## src/rtl/xsrr_pkg.sv

```systemverilog
`timescale 1ns / 1ps
// ----------------------------------------------------------------------------
// xsrr_pkg
// Shared types and constants of the xorshift64 range random unit.
// ----------------------------------------------------------------------------
package xsrr_pkg;

    localparam int          WORD_W      = 64;
    localparam int          LEN_W       = 32;
    localparam int          FRAC_W      = 53;
    localparam int          OP_W        = 2;
    localparam int          IN_TDATA_W  = 224;  // seed, low, high, length
    localparam int          OUT_FIELD_W = 117;  // fraction, draw value
    localparam int          OUT_TDATA_W = 120;  // padded to whole bytes
    localparam int          DIV_STEPS   = 64;
    localparam logic [63:0] SEED_MIX    = 64'h9E37_79B9_7F4A_7C15;

    // Operation code carried on the input tuser
    typedef enum logic [OP_W-1:0] {
        OP_SEED  = 2'd0,
        OP_FRAC  = 2'd1,
        OP_RANGE = 2'd2,
        OP_INDEX = 2'd3
    } t_op;

    // Work kind decided by the front end
    typedef enum logic [2:0] {
        K_SEED,
        K_FRAC,
        K_MOD,
        K_WRAP,
        K_ERR
    } t_kind;

    typedef struct packed {
        t_kind             kind;
        logic [WORD_W-1:0] arg;      // seed, or offset added to the result
        logic [WORD_W-1:0] divisor;  // modulus for K_MOD, never zero
    } t_cmd;

    typedef enum logic [1:0] {
        BS_IDLE,
        BS_DIV,
        BS_FIN
    } t_bstate;

endpackage

```

## src/rtl/xsrr_front.sv

```systemverilog
`timescale 1ns / 1ps
// ----------------------------------------------------------------------------
// xsrr_front
// Accepts items, classifies them into work commands and queues them.
// ----------------------------------------------------------------------------
module xsrr_front #(
    parameter int QUEUE_DEPTH = 2
) (
    input  logic                             i_clk,
    input  logic                             i_rst_n,
    input  logic                             s_axis_tvalid,
    output logic                             s_axis_tready,
    input  logic [xsrr_pkg::IN_TDATA_W-1:0]  s_axis_tdata,
    input  logic [xsrr_pkg::OP_W-1:0]        s_axis_tuser,
    input  logic                             i_pop,
    output logic                             o_cmd_valid,
    output xsrr_pkg::t_cmd                   o_cmd
);

    localparam int PTR_W = (QUEUE_DEPTH > 1) ? $clog2(QUEUE_DEPTH) : 1;
    localparam int CNT_W = $clog2(QUEUE_DEPTH + 1);
    localparam logic [PTR_W-1:0] PTR_LAST = PTR_W'(QUEUE_DEPTH - 1);
    localparam logic [CNT_W-1:0] CNT_FULL = CNT_W'(QUEUE_DEPTH);

    xsrr_pkg::t_cmd r_q [QUEUE_DEPTH];
    logic [PTR_W-1:0] r_wr_ptr, r_rd_ptr;
    logic [CNT_W-1:0] r_cnt;

    logic [63:0]    w_seed, w_low, w_high, w_span;
    logic [31:0]    w_len;
    xsrr_pkg::t_op  w_op;
    xsrr_pkg::t_cmd w_cmd;
    logic           w_push, w_pop;

    assign w_seed = s_axis_tdata[63:0];
    assign w_low  = s_axis_tdata[127:64];
    assign w_high = s_axis_tdata[191:128];
    assign w_len  = s_axis_tdata[223:192];
    assign w_op   = xsrr_pkg::t_op'(s_axis_tuser);
    assign w_span = w_high - w_low + 64'd1;

    // classify
    always_comb begin
        w_cmd.kind    = xsrr_pkg::K_ERR;
        w_cmd.arg     = '0;
        w_cmd.divisor = 64'd1;
        unique case (w_op)
            xsrr_pkg::OP_SEED: begin
                w_cmd.kind = xsrr_pkg::K_SEED;
                w_cmd.arg  = w_seed;
            end
            xsrr_pkg::OP_FRAC: begin
                w_cmd.kind = xsrr_pkg::K_FRAC;
            end
            xsrr_pkg::OP_RANGE: begin
                if ($signed(w_low) > $signed(w_high)) begin
                    w_cmd.kind = xsrr_pkg::K_ERR;
                end else if (w_span == 64'd0) begin
                    w_cmd.kind = xsrr_pkg::K_WRAP;
                    w_cmd.arg  = w_low;
                end else begin
                    w_cmd.kind    = xsrr_pkg::K_MOD;
                    w_cmd.arg     = w_low;
                    w_cmd.divisor = w_span;
                end
            end
            xsrr_pkg::OP_INDEX: begin
                if (w_len != 32'd0) begin
                    w_cmd.kind    = xsrr_pkg::K_MOD;
                    w_cmd.divisor = {32'd0, w_len};
                end
            end
            default: w_cmd.kind = xsrr_pkg::K_ERR;
        endcase
    end

    assign s_axis_tready = (r_cnt != CNT_FULL);
    assign w_push        = s_axis_tvalid && s_axis_tready;
    assign o_cmd_valid   = (r_cnt != '0);
    assign w_pop         = i_pop && o_cmd_valid;
    assign o_cmd         = r_q[r_rd_ptr];

    always_ff @(posedge i_clk) begin
        if (w_push) begin
            r_q[r_wr_ptr] <= w_cmd;
        end
    end

    always_ff @(posedge i_clk) begin
        if (!i_rst_n) begin
            r_wr_ptr <= '0;
            r_rd_ptr <= '0;
            r_cnt    <= '0;
        end else begin
            if (w_push) begin
                r_wr_ptr <= (r_wr_ptr == PTR_LAST) ? '0 : r_wr_ptr + PTR_W'(1);
            end
            if (w_pop) begin
                r_rd_ptr <= (r_rd_ptr == PTR_LAST) ? '0 : r_rd_ptr + PTR_W'(1);
            end
            case ({w_push, w_pop})
                2'b10:   r_cnt <= r_cnt + CNT_W'(1);
                2'b01:   r_cnt <= r_cnt - CNT_W'(1);
                default: r_cnt <= r_cnt;
            endcase
        end
    end

    a_cnt_bound: assert property (@(posedge i_clk) disable iff (!i_rst_n)
        r_cnt <= CNT_FULL)
        else $error("queue count beyond depth");

endmodule

```

## src/rtl/xsrr_back.sv

```systemverilog
`timescale 1ns / 1ps
// ----------------------------------------------------------------------------
// xsrr_back
// Holds the xorshift word, executes queued commands, radix-2 remainder unit
// and the result register.
// ----------------------------------------------------------------------------
module xsrr_back (
    input  logic                              i_clk,
    input  logic                              i_rst_n,
    input  logic                              i_cmd_valid,
    input  xsrr_pkg::t_cmd                    i_cmd,
    output logic                              o_pop,
    output logic                              o_valid,
    input  logic                              i_ready,
    output logic [xsrr_pkg::FRAC_W-1:0]       o_fraction,
    output logic [xsrr_pkg::WORD_W-1:0]       o_draw_value,
    output logic                              o_error
);

    localparam int STEP_W = $clog2(xsrr_pkg::DIV_STEPS);
    localparam logic [STEP_W-1:0] STEP_LAST = STEP_W'(xsrr_pkg::DIV_STEPS - 1);

    function automatic logic [63:0] xs_advance(input logic [63:0] w);
        logic [63:0] t;
        t = w ^ (w << 13);
        t = t ^ (t >> 7);
        t = t ^ (t << 17);
        return t;
    endfunction

    xsrr_pkg::t_bstate r_state, n_state;
    logic [63:0] r_word, n_word;
    logic [63:0] r_rem, n_rem;   // partial remainder
    logic [63:0] r_dvd, n_dvd;   // dividend bits still to shift in
    logic [63:0] r_div, n_div;
    logic [63:0] r_off, n_off;
    logic [STEP_W-1:0] r_step, n_step;
    logic        r_out_valid, n_out_valid;
    logic [52:0] r_frac, n_frac;
    logic [63:0] r_draw, n_draw;
    logic        r_err, n_err;

    logic [63:0] w_adv, w_seeded;
    logic [64:0] w_trial;
    logic        w_out_free;

    assign w_adv      = xs_advance(r_word);
    assign w_seeded   = i_cmd.arg ^ xsrr_pkg::SEED_MIX;
    assign w_trial    = {r_rem, r_dvd[63]};
    assign w_out_free = !r_out_valid || i_ready;

    always_comb begin
        n_state     = r_state;
        n_word      = r_word;
        n_rem       = r_rem;
        n_dvd       = r_dvd;
        n_div       = r_div;
        n_off       = r_off;
        n_step      = r_step;
        n_out_valid = r_out_valid && !i_ready;
        n_frac      = r_frac;
        n_draw      = r_draw;
        n_err       = r_err;
        o_pop       = 1'b0;
        unique case (r_state)
            xsrr_pkg::BS_IDLE: begin
                if (i_cmd_valid && w_out_free) begin
                    o_pop  = 1'b1;
                    n_frac = '0;
                    n_draw = '0;
                    n_err  = 1'b0;
                    unique case (i_cmd.kind)
                        xsrr_pkg::K_SEED: begin
                            n_word      = (w_seeded == 64'd0) ? 64'd1 : w_seeded;
                            n_out_valid = 1'b1;
                        end
                        xsrr_pkg::K_FRAC: begin
                            n_word      = w_adv;
                            n_frac      = w_adv[63:11];
                            n_out_valid = 1'b1;
                        end
                        xsrr_pkg::K_WRAP: begin
                            n_word      = w_adv;
                            n_draw      = i_cmd.arg + w_adv;
                            n_out_valid = 1'b1;
                        end
                        xsrr_pkg::K_MOD: begin
                            n_word  = w_adv;
                            n_dvd   = w_adv;
                            n_rem   = '0;
                            n_div   = i_cmd.divisor;
                            n_off   = i_cmd.arg;
                            n_step  = '0;
                            n_state = xsrr_pkg::BS_DIV;
                        end
                        default: begin
                            n_err       = 1'b1;
                            n_out_valid = 1'b1;
                        end
                    endcase
                end
            end
            xsrr_pkg::BS_DIV: begin
                // one restoring step per cycle, quotient discarded
                if (w_trial >= {1'b0, r_div}) begin
                    n_rem = 64'(w_trial - {1'b0, r_div});
                end else begin
                    n_rem = w_trial[63:0];
                end
                n_dvd  = r_dvd << 1;
                n_step = r_step + STEP_W'(1);
                if (r_step == STEP_LAST) begin
                    n_state = xsrr_pkg::BS_FIN;
                end
            end
            xsrr_pkg::BS_FIN: begin
                if (w_out_free) begin
                    n_draw      = r_off + r_rem;
                    n_frac      = '0;
                    n_err       = 1'b0;
                    n_out_valid = 1'b1;
                    n_state     = xsrr_pkg::BS_IDLE;
                end
            end
            default: n_state = xsrr_pkg::BS_IDLE;
        endcase
    end

    always_ff @(posedge i_clk) begin
        if (!i_rst_n) begin
            r_state     <= xsrr_pkg::BS_IDLE;
            r_word      <= xsrr_pkg::SEED_MIX;
            r_out_valid <= 1'b0;
            r_step      <= '0;
        end else begin
            r_state     <= n_state;
            r_word      <= n_word;
            r_out_valid <= n_out_valid;
            r_step      <= n_step;
        end
    end

    always_ff @(posedge i_clk) begin
        r_rem  <= n_rem;
        r_dvd  <= n_dvd;
        r_div  <= n_div;
        r_off  <= n_off;
        r_frac <= n_frac;
        r_draw <= n_draw;
        r_err  <= n_err;
    end

    assign o_valid      = r_out_valid;
    assign o_fraction   = r_frac;
    assign o_draw_value = r_draw;
    assign o_error      = r_err;

    a_word_nonzero: assert property (@(posedge i_clk) disable iff (!i_rst_n)
        r_word != 64'd0)
        else $error("xorshift word reached zero");

    a_div_nonzero: assert property (@(posedge i_clk) disable iff (!i_rst_n)
        r_state == xsrr_pkg::BS_DIV |-> r_div != 64'd0)
        else $error("remainder unit started with zero divisor");

    a_rem_bound: assert property (@(posedge i_clk) disable iff (!i_rst_n)
        r_state == xsrr_pkg::BS_FIN |-> r_rem < r_div)
        else $error("remainder not below divisor");

    a_hold_out: assert property (@(posedge i_clk) disable iff (!i_rst_n)
        r_out_valid && !i_ready |=> r_out_valid && $stable(r_draw))
        else $error("pending result dropped or changed");

endmodule

```

## src/rtl/xorshift64_range_random_unit.sv

```systemverilog
`timescale 1ns / 1ps
// ----------------------------------------------------------------------------
// xorshift64_range_random_unit
// 64-bit xorshift (13, 7, 17) generator giving fraction, range and index
// draws; a classifying front end feeds a command queue and an execution back
// end with a radix-2 remainder unit.
// ----------------------------------------------------------------------------
//
// Channel  | Dir | tdata (low bit up)                        | tuser
// ---------+-----+-------------------------------------------+-------------
// s_axis   | in  | seed_value, low_bound, high_bound,        | operation
//          |     | list_length (224 bits)                    |
// m_axis   | out | fraction, draw_value, 3 pad bits (120)    | error
//
// Seed, fraction draw, full-span range draw and any error item: the result is
// registered at dispatch. Range and index draws that need a remainder pass
// through dispatch, 64 one-bit divide steps and a final add in the remainder unit.
// Reset (synchronous, active low) loads the word with the mixing constant and
// empties the queue and result register.
// The queue of QUEUE_DEPTH commands keeps s_axis taking items while the back
// end divides or m_axis stalls; a finished item waits in the result register.
// ----------------------------------------------------------------------------
module xorshift64_range_random_unit #(
    parameter int QUEUE_DEPTH = 2   // command queue entries, 1 to 8
) (
    input  logic                               i_clk,
    input  logic                               i_rst_n,
    // input items
    input  logic                               s_axis_tvalid,
    output logic                               s_axis_tready,
    // [63:0] seed_value, [127:64] low_bound, [191:128] high_bound,
    // [223:192] list_length
    input  logic [xsrr_pkg::IN_TDATA_W-1:0]    s_axis_tdata,
    // [1:0] operation
    input  logic [xsrr_pkg::OP_W-1:0]          s_axis_tuser,
    // result items
    output logic                               m_axis_tvalid,
    input  logic                               m_axis_tready,
    // [52:0] fraction, [116:53] draw_value, [119:117] zero
    output logic [xsrr_pkg::OUT_TDATA_W-1:0]   m_axis_tdata,
    // [0] error
    output logic                               m_axis_tuser
);

    xsrr_pkg::t_cmd w_cmd;
    logic           w_cmd_valid;
    logic           w_pop;
    logic [xsrr_pkg::FRAC_W-1:0] w_fraction;
    logic [xsrr_pkg::WORD_W-1:0] w_draw_value;

    // front: decode operation, check bounds, work out the span, queue it
    xsrr_front #(
        .QUEUE_DEPTH (QUEUE_DEPTH)
    ) u_front (
        .i_clk         (i_clk),
        .i_rst_n       (i_rst_n),
        .s_axis_tvalid (s_axis_tvalid),
        .s_axis_tready (s_axis_tready),
        .s_axis_tdata  (s_axis_tdata),
        .s_axis_tuser  (s_axis_tuser),
        .i_pop         (w_pop),
        .o_cmd_valid   (w_cmd_valid),
        .o_cmd         (w_cmd)
    );

    // back: word update, remainder, result register
    xsrr_back u_back (
        .i_clk        (i_clk),
        .i_rst_n      (i_rst_n),
        .i_cmd_valid  (w_cmd_valid),
        .i_cmd        (w_cmd),
        .o_pop        (w_pop),
        .o_valid      (m_axis_tvalid),
        .i_ready      (m_axis_tready),
        .o_fraction   (w_fraction),
        .o_draw_value (w_draw_value),
        .o_error      (m_axis_tuser)
    );

    assign m_axis_tdata = {(xsrr_pkg::OUT_TDATA_W - xsrr_pkg::OUT_FIELD_W)'(0),
                           w_draw_value, w_fraction};

endmodule
```

## config.mk

```make
export PLATFORM = sky130hd
export DESIGN_NAME = xorshift64_range_random_unit
export DESIGN_NICKNAME = d
export VERILOG_FILES = /design/src/rtl/xsrr_pkg.sv /design/src/rtl/xsrr_front.sv /design/src/rtl/xsrr_back.sv /design/src/rtl/xorshift64_range_random_unit.sv
export SDC_FILE = /design/constraint.sdc
export NUM_CORES = 2
export LEC_CHECK = 0
export BUFFER_PORTS_ARGS = -buffer_cell sky130_fd_sc_hd__buf_2
export CAP_MARGIN = 15
export CORE_UTILIZATION = 44
export DETAILED_ROUTE_END_ITERATION = 8
export PLACE_DENSITY = 0.71
export REMOVE_ABC_BUFFERS = 1
export SLEW_MARGIN = 5
export SYNTH_ARGS = -nofsm -noshare
export SYNTH_HDL_FRONTEND = slang
export SYNTH_HIERARCHICAL = 1
export SYNTH_SLANG_ARGS = --single-unit
```

## constraint.sdc

```tcl
create_clock -name i_clk -period 8.95 [get_ports i_clk]
set_input_delay 1.3425 -clock i_clk [delete_from_list [all_inputs] [get_ports i_clk]]
set_output_delay 1.3425 -clock i_clk [all_outputs]
set_load 0.01 [all_outputs]
```

# Yosys cells after proc, flatten, opt, wreduce, memory -nomap -nowiden
# Memories as Yosys holds them, arrays and structs flattened. A register that Yosys moved wholly into a read port is not among the register bits.
# Cells that the tools add are included.
# totals
input_bits	230
n_memories	1
register_bits	451
mem_bits_rw	262
wordCells	123
out_inout_bits	123
# op_classes
n_eq_ne	16
n_reduce_logical	25
n_addsub	10
magnitude_cmp	2
bitwise_logic	4
mux	51
# mem_list
name	words	word_bits	rd	rd_clocked_by_memory_dff	wr	line	source
u_front.r_q	2	131	1	1	1	xsrr_front.sv:25	xsrr_pkg::t_cmd r_q [QUEUE_DEPTH];
# ops
op	n
$pmux 64 s2	6
$mux 64	10
$mux 53	3
$add 64x64->64	2
$logic_not 64->1	2
$mux 128	1
$sub 64x64->64	2
$xor 64x64->64	2
$pmux 53 s2	1
$ge 65x64->1	1
$mux 65	1
$add 64x1->64 const B	1
$gt 64x64->1	1
$xor 64x57->64	1
$not 38->38	1
$mux 32	1
$reduce_bool 32->1	1
$mux 1	14
$mux 6	2
$pmux 3 s4	1
$pmux 6 s2	1
$reduce_and 3->1	4
$reduce_bool 2->1	5
$eq 2x2->1 const B	4
23 further kinds	40

# Logic depth before layout (Yosys ltp)
# logic_depth
word_depth	8
ltp_mapped	18
depth_no_buf	17

# Modules after synthesis
# The synthesis kept the hierarchy.
# modules_own_cells
mod	area_per_inst_um2	seq_area_each_um2	cells_each	n_inst
xsrr_back	30000.0	12692.2	3188	1
xsrr_front	19526.2	7967.6	1962	1
xorshift64_range_random_unit	26.3	0.0	4	1

# Worst setup path before layout
# OpenSTA, ideal clock, no wires.
# synth_timing
kind	register to register
from	reg (tool-made name)
to	reg u_back.r_step[4]
setup_ns	0.123
t_required_ns	8.827
arrival_time_ns	8.203
period_less_slack_ns	8.326
setup_slack_ns	0.624
path_buffers	3
stages_incl_launch_ff	11
path_cell_list	dfxtp_1 clkbuf_1 clkbuf_1 clkbuf_1 mux2_2 nor2_1 a41oi_1 nor2_1 o21ai_0 a22oi_1 nor2b_1
# synth_lines
item	line	source
end signal: assignment	xsrr_back.sv:139	r_step <= n_step;
end: declaration	xsrr_back.sv:37	logic [STEP_W-1:0] r_step, n_step;

# Worst setup path after layout
# layout_timing
from	reg u_back.r_word[12]
to	reg u_back.r_draw[62] (netlist: u_back/o_draw_value[62]) (data pin)
# layout_between
elab_chain_len	7
# layout_lines
item	line	source
start: declaration	xsrr_back.sv:32	logic [63:0] r_word, n_word;
start signal: assignment	xsrr_back.sv:132	r_word <= xsrr_pkg::SEED_MIX;
start signal: assignment	xsrr_back.sv:137	r_word <= n_word;
$xor 64x64->64	xsrr_back.sv:25	t = w ^ (w << 13);
$xor 64x57->64	xsrr_back.sv:26	t = t ^ (t >> 7);
$xor 64x64->64	xsrr_back.sv:27	t = t ^ (t << 17);
named net u_back.w_adv[29]	xsrr_back.sv:43	logic [63:0] w_adv, w_seeded;
$add 64x64->64	xsrr_back.sv:84	n_draw = i_cmd.arg + w_adv;
$mux 64	xsrr_back.sv:72	unique case (i_cmd.kind)
$mux 64	xsrr_back.sv:67	if (i_cmd_valid && w_out_free) begin
$pmux 64 s2	xsrr_back.sv:65	unique case (r_state)
named net u_back.n_draw[62]	xsrr_back.sv:40	logic [63:0] r_draw, n_draw;
end signal: assignment	xsrr_back.sv:149	r_draw <= n_draw;
end: declaration	xsrr_back.sv:40	
# The timed path passes the listed nets, and every way through them passes these cells. The select of a mux whose other input is x is not followed.
# A chain may end at the register's enable or synchronous reset.

==> impl_metrics.py <==
metrics = {
    "outcome": {
        "status": "finished, final reports clean",
    },
    "synthesis": {
        "synth_ff_type": "edfxtp_1",
        "synthCells": 5154,
        "ys_top_cells_by_area": "edfxtp_1 (39%), ha_1 (9.0%), xnor2_1 (5.2%), a21oi_1 (4.6%), nand2_1 (3.2%)",
        "yosys.area.top_type_share": 0.385,
        "synth-async-reset-ratio": 0,
        "synth-compound-area-share": 0.184,
        "synthAdderAreaFrac": 0.0957,
        "avgSynthCellArea_um2": 9.61,
        "synth_top_family_by_area": "compound AO/OA/AOI/OAI gates",
        "synth_common_cells": "edfxtp_1 (636), a21oi_1 (460), nand2_1 (427), nor2_1 (381), ha_1 (358)",
        "seq_area_frac_synth": 0.417,
        "synth_seq_cells": 714,
        "synth_warnings": 6,
        "synth.area.mux_share": 0.0335,
        "synth_simple_gate_area_frac": 0.141,
        "syn_area_um2": 49600,
        "synth_cell_type_count": 112,
        "synth_edf_count": 636,
        "synth.most_common_cell": "edfxtp_1",
        "synthXorXnorAreaFrac": 0.0797,
        "yosys.area.top_type": "edfxtp_1",
    },
    "final_layout": {
        "drive_above_1_share": 0.136,
        "final_nets": 5949,
        "fin_cells": 6922,
        "layout-area-overhead-vs-synth_pct": 11.0,
    },
    "min_path": {
        "hold_class": "reg -> reg",
        "holdPathStages": 2,
    },
    "worst_setup_path": {
        "path_max_fanout": 6,
        "crit_path_start_kind": "register",
        "worstPathRequired_ps": 9440,
        "worstSetupEndpointType": "register",
        "arrival_ps": 7000,
        "r2r_cells": 16,
        "path_class": "reg -> reg",
    },
    "clocking": {
        "cts_tree": "built",
        "numCtsBuffers": 79,
        "cts-resized-gates": 0,
        "clock_path_buffers": 3,
        "post_cts_buffers": 0,
        "cts_sinks": 714,
        "cts_hold_buf": 0,
        "cts_root_buf": "clkbuf_16",
        "path_clk_slew_ps": 50,
        "clk_latency_ps": 670,
        "htree_levels": 3,
    },
    "placement": {
        "place_congestion": 1.04,
        "dp_hpwl_um": 135000,
        "place_inst": 6764,
        "io_buffers": 349,
    },
    "drt": {
        "postRouteAntennaNets": 0,
        "drtIter0Drc": 4220,
        "totalWireLength_um": 172000,
        "detail_route.wl_per_cell_um": 24.9,
        "drcViolationCount": 0,
        "firstDrtPassIters": 6,
        "via_per_inst": 6.10,
        "num_vias": 42200,
    },
    "global_route": {
        "grt_max_degree": 133,
        "grt_pass1_wl_um": 252000,
        "grt_pass1_vias": 39800,
        "grt_usage": 0.295,
        "overflow": 0,
        "grt_antenna_before_repair": 20,
    },
    "timing": {
        "timing.fmax_mhz": 154,
        "slew_headroom": 0.120,
        "tightest_slew_ps": 1320,
        "finalCriticalPeriod_ps": 6510,
        "setup_violations": 0,
        "final_max_slew_viol_count": 0,
        "hold_viol_final": 0,
        "finalClockSkew_ps": 52.7,
        "fin_worst_hold_slack_ps": 519,
        "finalCritPeriodShare": 0.727,
        "grt_setup_unrepaired": "no",
    },
    "floorplanning": {
        "core_um2": 111000,
        "start_util": 0.446,
        "fp.dieH_um": 338,
        "dieArea_um2": 114000,
        "ios": 353,
        "die_x_um": 338,
        "core.rowCount": 122,
    },
    "job": {
        "maxCapViolations": 0,
    },
}
==> layout by cell type, fill, tap and decap left out, drive strengths merged, types with 16 or more instances in the layout <==
master	Yosys	routed
a211oi	43	43
o31ai	23	23
o21bai	43	43
and3	40	40
nor4	50	50
nand2b	24	24
ha	358	358
nand2	427	427
xnor2	297	297
and2	41	41
nor3b	35	35
maj3	18	18
edfxtp	636	636
o211ai	31	31
a21oi	462	462
a21o	150	150
dfxtp	78	78
clkbuf	199	103
a221oi	30	30
o221ai	47	47
a31o	20	20
nor2b	31	31
o21a	39	39
buf	68	388
or2	26	26
a31oi	69	69
clkinv	0	25
mux2i	16	16
nor2	381	381
or3	19	19
o22ai	50	50
mux2	133	133
nor3	58	58
nand3	148	148
inv	329	334
diode	0	16
o21ai	237	237
xor2	154	154
nand4	125	125
==> logic make-up (layout without fill, tap and decap cells) <==
logic type / count (synthesis) / after routing
other cells: 1 / 19
buf+inv: 597 / 859
fa+ha+maj: 380 / 380
compound gates: 1409 / 1409
mux: 149 / 149
xor+xnor: 451 / 451
flops: 714 / 714
simple gates: 1453 / 1453
==> per-layer routing <==
layer	vias up	track usage	wire length [um]
met2	1910	0.472	78000
met1	20500	0.392	72700
met3	365	0.0487	13400
met4	12	0.130	7890
li1	19400	-	-
met5	-	0	69
==> cell type report <==
cell class	instances	area, um^2
clock inverter	39	345
fill	10400	56100
sequential	714	20700
tap	1488	1860
multi-input combinational	3845	26600
inverter	329	1230
timing repair buffer	388	2050
clock buffer	103	2190
antenna	16	40.0
==> critical path, cell delays in order (launching register included) <==
cell      delay (ps)
dfxtp_1          350
xnor2_1          570
xor2_1          1070
xor2_1           590
inv_1            140
ha_1             460
nand4_1          190
nor4_1           330
nand2_1          100
a211oi_1         570
o211ai_1         330
a21oi_1          230
nor2_1           150
o41ai_2          510
nand3_1          190
or4_1            430
nand4_1          120
==> state kept, by name, indices dropped and copies added, names as in the netlist, named ones only <==
register             flops
u_back/r_state           2
u_back/r_rem            64
u_front/r_rd_ptr         1
u_back/r_word           64
u_front/r_cnt            2
u_back/o_fraction       53
u_back/r_div            64
u_front/r_wr_ptr         1
u_back/r_dvd            64
u_back/r_step            6
u_front/r_q            262
u_back/o_valid           1
u_back/o_error           1
u_back/o_draw_value     64
u_back/r_off            64
==> worst paths after layout <==
path,startpoint,to,slack [ps]
worst max-delay path,u_back/r_word[12]$_SDFFE_PN1P_,u_back/o_draw_value[62]$_DFFE_PP_,2440
worst max register to register,u_back/r_word[12]$_SDFFE_PN1P_,u_back/o_draw_value[62]$_DFFE_PP_,2440
worst min-delay path,u_front/r_cnt[1]$_SDFFE_PN0P_,u_front/r_cnt[1]$_SDFFE_PN0P_,520
worst min register to register,u_front/r_cnt[1]$_SDFFE_PN0P_,u_front/r_cnt[1]$_SDFFE_PN0P_,520
==> per-stage QoR <==
stage,util,setup WS [ps],TNS [ps],cell area (um^2)
3_5_place_dp,0.472,2200,0,52400
6_report,0.495,2440,0,55000
4_1_cts,0.494,2870,0,54900
2_1_floorplan,-,-1600,-268630,48400
3_3_place_gp,0.472,2290,0,52400
5_1_grt,0.495,2450,0,55000
Power is left out: the tool's default activity adds up to more than one toggle a clock period on the data nets, which glitch-free logic cannot reach.
